[src/design/ssi_pkg.sv]
// ----------------------------------------------------------------------------
// ssi_pkg
// Shared constants and types for the segment intersection pipeline.
// ----------------------------------------------------------------------------
package ssi_pkg;

    localparam int COORD_BITS_DEF = 16;

    // per-stage control that travels alongside the datapath
    typedef struct packed {
        logic valid;
        logic hit;
        logic neg_x;
        logic neg_y;
    } t_ctl;

endpackage

[src/design/ssi_mul.sv]
// ----------------------------------------------------------------------------
// ssi_mul
// Scales the numerator by each run of segment a: two half-width partial
// products per axis, then their sum, over two register stages.
// ----------------------------------------------------------------------------
module ssi_mul import ssi_pkg::*; #(
    parameter int COORD_BITS = COORD_BITS_DEF
) (
    input  logic                         i_clk,
    input  logic                         i_rst_n,
    input  logic                         i_en,
    input  t_ctl                         i_ctl,
    input  logic [2*COORD_BITS+1:0]      i_den,
    input  logic [2*COORD_BITS+1:0]      i_na,
    input  logic [COORD_BITS:0]          i_mag_x,
    input  logic [COORD_BITS:0]          i_mag_y,
    input  logic signed [COORD_BITS-1:0] i_x1,
    input  logic signed [COORD_BITS-1:0] i_y1,
    output t_ctl                         o_ctl,
    output logic [2*COORD_BITS+1:0]      o_den,
    output logic [3*COORD_BITS+2:0]      o_prod_x,
    output logic [3*COORD_BITS+2:0]      o_prod_y,
    output logic signed [COORD_BITS-1:0] o_x1,
    output logic signed [COORD_BITS-1:0] o_y1
);

    localparam int HB = COORD_BITS + 1;
    localparam int PB = 2 * HB;
    localparam int DW = 2 * COORD_BITS + 2;
    localparam int PW = 3 * COORD_BITS + 3;

    // stage 1: partial products
    t_ctl                         r1_ctl;
    logic [PB-1:0]                r1_px_lo, r1_px_hi, r1_py_lo, r1_py_hi;
    logic [DW-1:0]                r1_den;
    logic signed [COORD_BITS-1:0] r1_x1, r1_y1;

    always_ff @(posedge i_clk) begin
        if (!i_rst_n) begin
            r1_ctl <= '0;
        end else if (i_en) begin
            r1_ctl <= i_ctl;
        end
    end

    always_ff @(posedge i_clk) begin
        if (i_en) begin
            r1_px_lo <= PB'(i_na[HB-1:0]) * PB'(i_mag_x);
            r1_px_hi <= PB'(i_na[DW-1:HB]) * PB'(i_mag_x);
            r1_py_lo <= PB'(i_na[HB-1:0]) * PB'(i_mag_y);
            r1_py_hi <= PB'(i_na[DW-1:HB]) * PB'(i_mag_y);
            r1_den   <= i_den;
            r1_x1    <= i_x1;
            r1_y1    <= i_y1;
        end
    end

    // stage 2: recombine the halves
    t_ctl                         r2_ctl;
    logic [PW-1:0]                r2_prod_x, r2_prod_y;
    logic [DW-1:0]                r2_den;
    logic signed [COORD_BITS-1:0] r2_x1, r2_y1;

    always_ff @(posedge i_clk) begin
        if (!i_rst_n) begin
            r2_ctl <= '0;
        end else if (i_en) begin
            r2_ctl <= r1_ctl;
        end
    end

    always_ff @(posedge i_clk) begin
        if (i_en) begin
            r2_prod_x <= PW'(r1_px_lo) + (PW'(r1_px_hi) << HB);
            r2_prod_y <= PW'(r1_py_lo) + (PW'(r1_py_hi) << HB);
            r2_den    <= r1_den;
            r2_x1     <= r1_x1;
            r2_y1     <= r1_y1;
        end
    end

    assign o_ctl    = r2_ctl;
    assign o_den    = r2_den;
    assign o_prod_x = r2_prod_x;
    assign o_prod_y = r2_prod_y;
    assign o_x1     = r2_x1;
    assign o_y1     = r2_y1;

endmodule

[config.mk]
export PLATFORM = sky130hd
export DESIGN_NAME = ssi_mul
export DESIGN_NICKNAME = d
export VERILOG_FILES = /design/src/design/ssi_pkg.sv /design/src/design/ssi_mul.sv
export SDC_FILE = /design/constraint.sdc
export NUM_CORES = 2
export LEC_CHECK = 0
export ABC_AREA = 1
export BUFFER_PORTS_ARGS = -buffer_cell sky130_fd_sc_hd__buf_4
export CORE_MARGIN = 8
export CORE_UTILIZATION = 44
export DETAILED_ROUTE_END_ITERATION = 12
export GPL_ROUTABILITY_DRIVEN = 1
export PLACE_DENSITY_LB_ADDON = 0.05
export SLEW_MARGIN = 30
export SYNTH_ARGS = -nofsm -noshare
export SYNTH_HDL_FRONTEND = slang
export SYNTH_SLANG_ARGS = --single-unit
[constraint.sdc]
create_clock -name i_clk -period 8 [get_ports i_clk]
set_input_delay 1.6 -clock i_clk [delete_from_list [all_inputs] [get_ports i_clk]]
set_output_delay 1.6 -clock i_clk [all_outputs]
set_load 0.02 [all_outputs]
==> metrics <==
status=finished clean; final hold vios=0; grt total ovfl=0; CP Launch Type=primary input; clock sink count=378; RSZ-0062 raised after global routing=false; Routed WL per cell=17.37 um; fillers=12720; Avg Inst Size Synth=8.007 um^2; Final Max Tran Viols=0; # resized after CTS=0; DRT iter0 DRCs=2383; final setup violating endpoints=0; Synth Warn #=0; via/cell ratio=4.746; Core ar.=127500 um^2; Max-Cap Viols=0; mapped cell area=56560 um^2; Yosys top cell by area=fa_1; CTS tree=yes; Mapped Cells=7064; Layout Skew=0.02391 ns; Seq/Total Area, Yosys=19.93%; top_reg_cell synth=edfxtp_1; Area contributors post-synth=fa_1 (32%), edfxtp_1 (20%), nand2_1 (15%); DIE AREA=140300 um^2; IO Count=313; Routed Antenna Nets=0; Crit path arrival time=6.79 ns; hold_buf cts=0; Worst-path clk slew=0.07 ns; Post-Layout Cell Count=8869; Critical Setup Path Class=primary input to flop; Seq. cell area=11270 um^2; Setup crit end kind=flop; worst slew pin tran=0.9847 ns; root buf cell=clkbuf_16; vias in the first global route=44650; Tot GR Track Use=22.32%; worst skew pair latency=0.66 ns; cts bufs inserted=48; DRT Pass-1 Iters=6; min cycle time layout=6.395 ns; first-pass GRT wire length=249.6 mm; Synth Register Bits=378; setup tns final=0 ns; multi-input logic area=36600 um^2; fin nets=8670; via count=42090; Post-Syn Nets=8569; commonest cells after routing, fill and taps aside=nand2_1 (2203), inv_1 (2033), fa_1 (898); Distinct cells, synth=38; Yosys top cell area share=31.78%; die width=374.5 um; final worst-path cycle share=79.93%; Synth async-reset ratio=0%; RD Place Congestion=0.8808; Hold Crit Class=flop to flop; H-tree lvl count=2; largest net degree at the start of global routing=130; most common cell after layout, fill and taps aside=nand2_1; WHS=0.4042 ns; worst-path maximum fanout=34; ratio of cells with drive above 1 in the final layout=6.802%; worst-case clock buffer depth=3; Initial Util=44.36%; DRC Markers=0; number of flops mapped to enable cells by yosys=370; worst path required time=8.40 ns; IO Port Bufs=312; die height=374.5 um; HPWL Detailed=118.7 mm; post-CTS repair timing setup buffer count=0; Rows=131; relative slew slack=34.35%; fmax=0.1564 GHz; placed cell count=8777; Post-Route WL=154.1 mm; Area Growth Syn to Fin=9.040%; initial antenna violation count=7
## critical path, cell delays in order
cell     delay (ns)
buf_4          0.40
nand2_1        0.16
fa_1           0.55
inv_1          0.05
fa_1           0.49
inv_1          0.05
fa_1           0.54
inv_1          0.05
fa_1           0.47
fa_1           0.50
inv_1          0.05
fa_1           0.48
inv_1          0.05
ha_1           0.35
nand2_1        0.12
nor2_1         0.24
nand3_1        0.12
nand2_1        0.20
nand2_1        0.11
nand3_1        0.09
nand2_1        0.06
## area by class of cell
| type | instances | share of cell area, % |
|---|---|---|
| antenna | 3 | 0.01217 |
| clock buffer | 60 | 2.053 |
| clock inverter | 29 | 0.5254 |
| inverter | 2045 | 12.45 |
| multi-input combinational | 4369 | 59.33 |
| sequential | 378 | 18.27 |
| tap | 1662 | 3.372 |
| timing repair buffer | 323 | 3.984 |
## synthesized netlist by cell type (6+ instances only)
master       n
nand2_1   2203
inv_1     2033
fa_1       898
ha_1       466
edfxtp_1   370
clkbuf_1   272
nor2_1     228
nand3_1    168
a21oi_1     92
xor2_1      75
nand2_2     35
o21bai_1    29
nor3_1      25
xnor2_1     24
nand4_1     23
nor3_2      14
and2_1      13
nor2_2      13
inv_2       10
nand3b_1     9
o21ai_0      9
dfxtp_1      8
nand3_2      8
or2_1        6
## cell families (layout without fill, tap and decap cells)
kind of cell	Yosys count	count (layout)	share of synthesized area [%]
buf+inv	2317	2457	15.38
fa+ha+maj	1364	1364	42.09
simple gates	2759	2759	19.58
compound gates	147	147	1.498
flops	378	378	19.93
xor+xnor	99	99	1.533
other cells	0	3	0
## path summary, 6_finish.rpt
kind | endpoint | start | cells after the start | slack [ns]
max | r1_py_hi[33]$_DFFE_PP_ | i_mag_y[8] | 21 | 1.61
min | o_y1[9]$_DFFE_PP_ | r1_y1[9]$_DFFE_PP_ | 0 | 0.40
max reg2reg | o_prod_y[27]$_DFFE_PP_ | r1_py_lo[17]$_DFFE_PP_ | 9 | 5.62
min reg2reg | o_y1[9]$_DFFE_PP_ | r1_y1[9]$_DFFE_PP_ | 0 | 0.40
## state kept, by name (all words and copies together), names as in the netlist
| register | cells |
|---|---|
| o_prod_x | 51 |
| o_prod_y | 51 |
| o_den | 34 |
| r1_den | 34 |
| r1_px_hi | 34 |
| r1_px_lo | 34 |
| r1_py_hi | 34 |
| r1_py_lo | 34 |
| o_x1 | 16 |
| o_y1 | 16 |
| r1_x1 | 16 |
| r1_y1 | 16 |
| o_ctl | 4 |
| r1_ctl | 4 |
## stage by stage
step	utilization (%)	instance area, um^2	worst slack (ns)
after CTS	48.36	61670	1.615
after detailed placement	47.11	60080	0.9165
after global routing	48.36	61670	1.356
final	48.37	61680	1.605
after floorplan	-	56560	1.397
after global placement	47.11	60080	0.9585
## routing by layer
layer | global-route usage, % | part of all wire [%]
met4 | 5.933 | 2.8
met3 | 3.724 | 5.3
met5 | 0 | 0.036
met1 | 30.15 | 45
met2 | 37.29 | 47
Power is not shown: default switching activity piles up to over one toggle a cycle in this logic, so the estimate is an artifact.
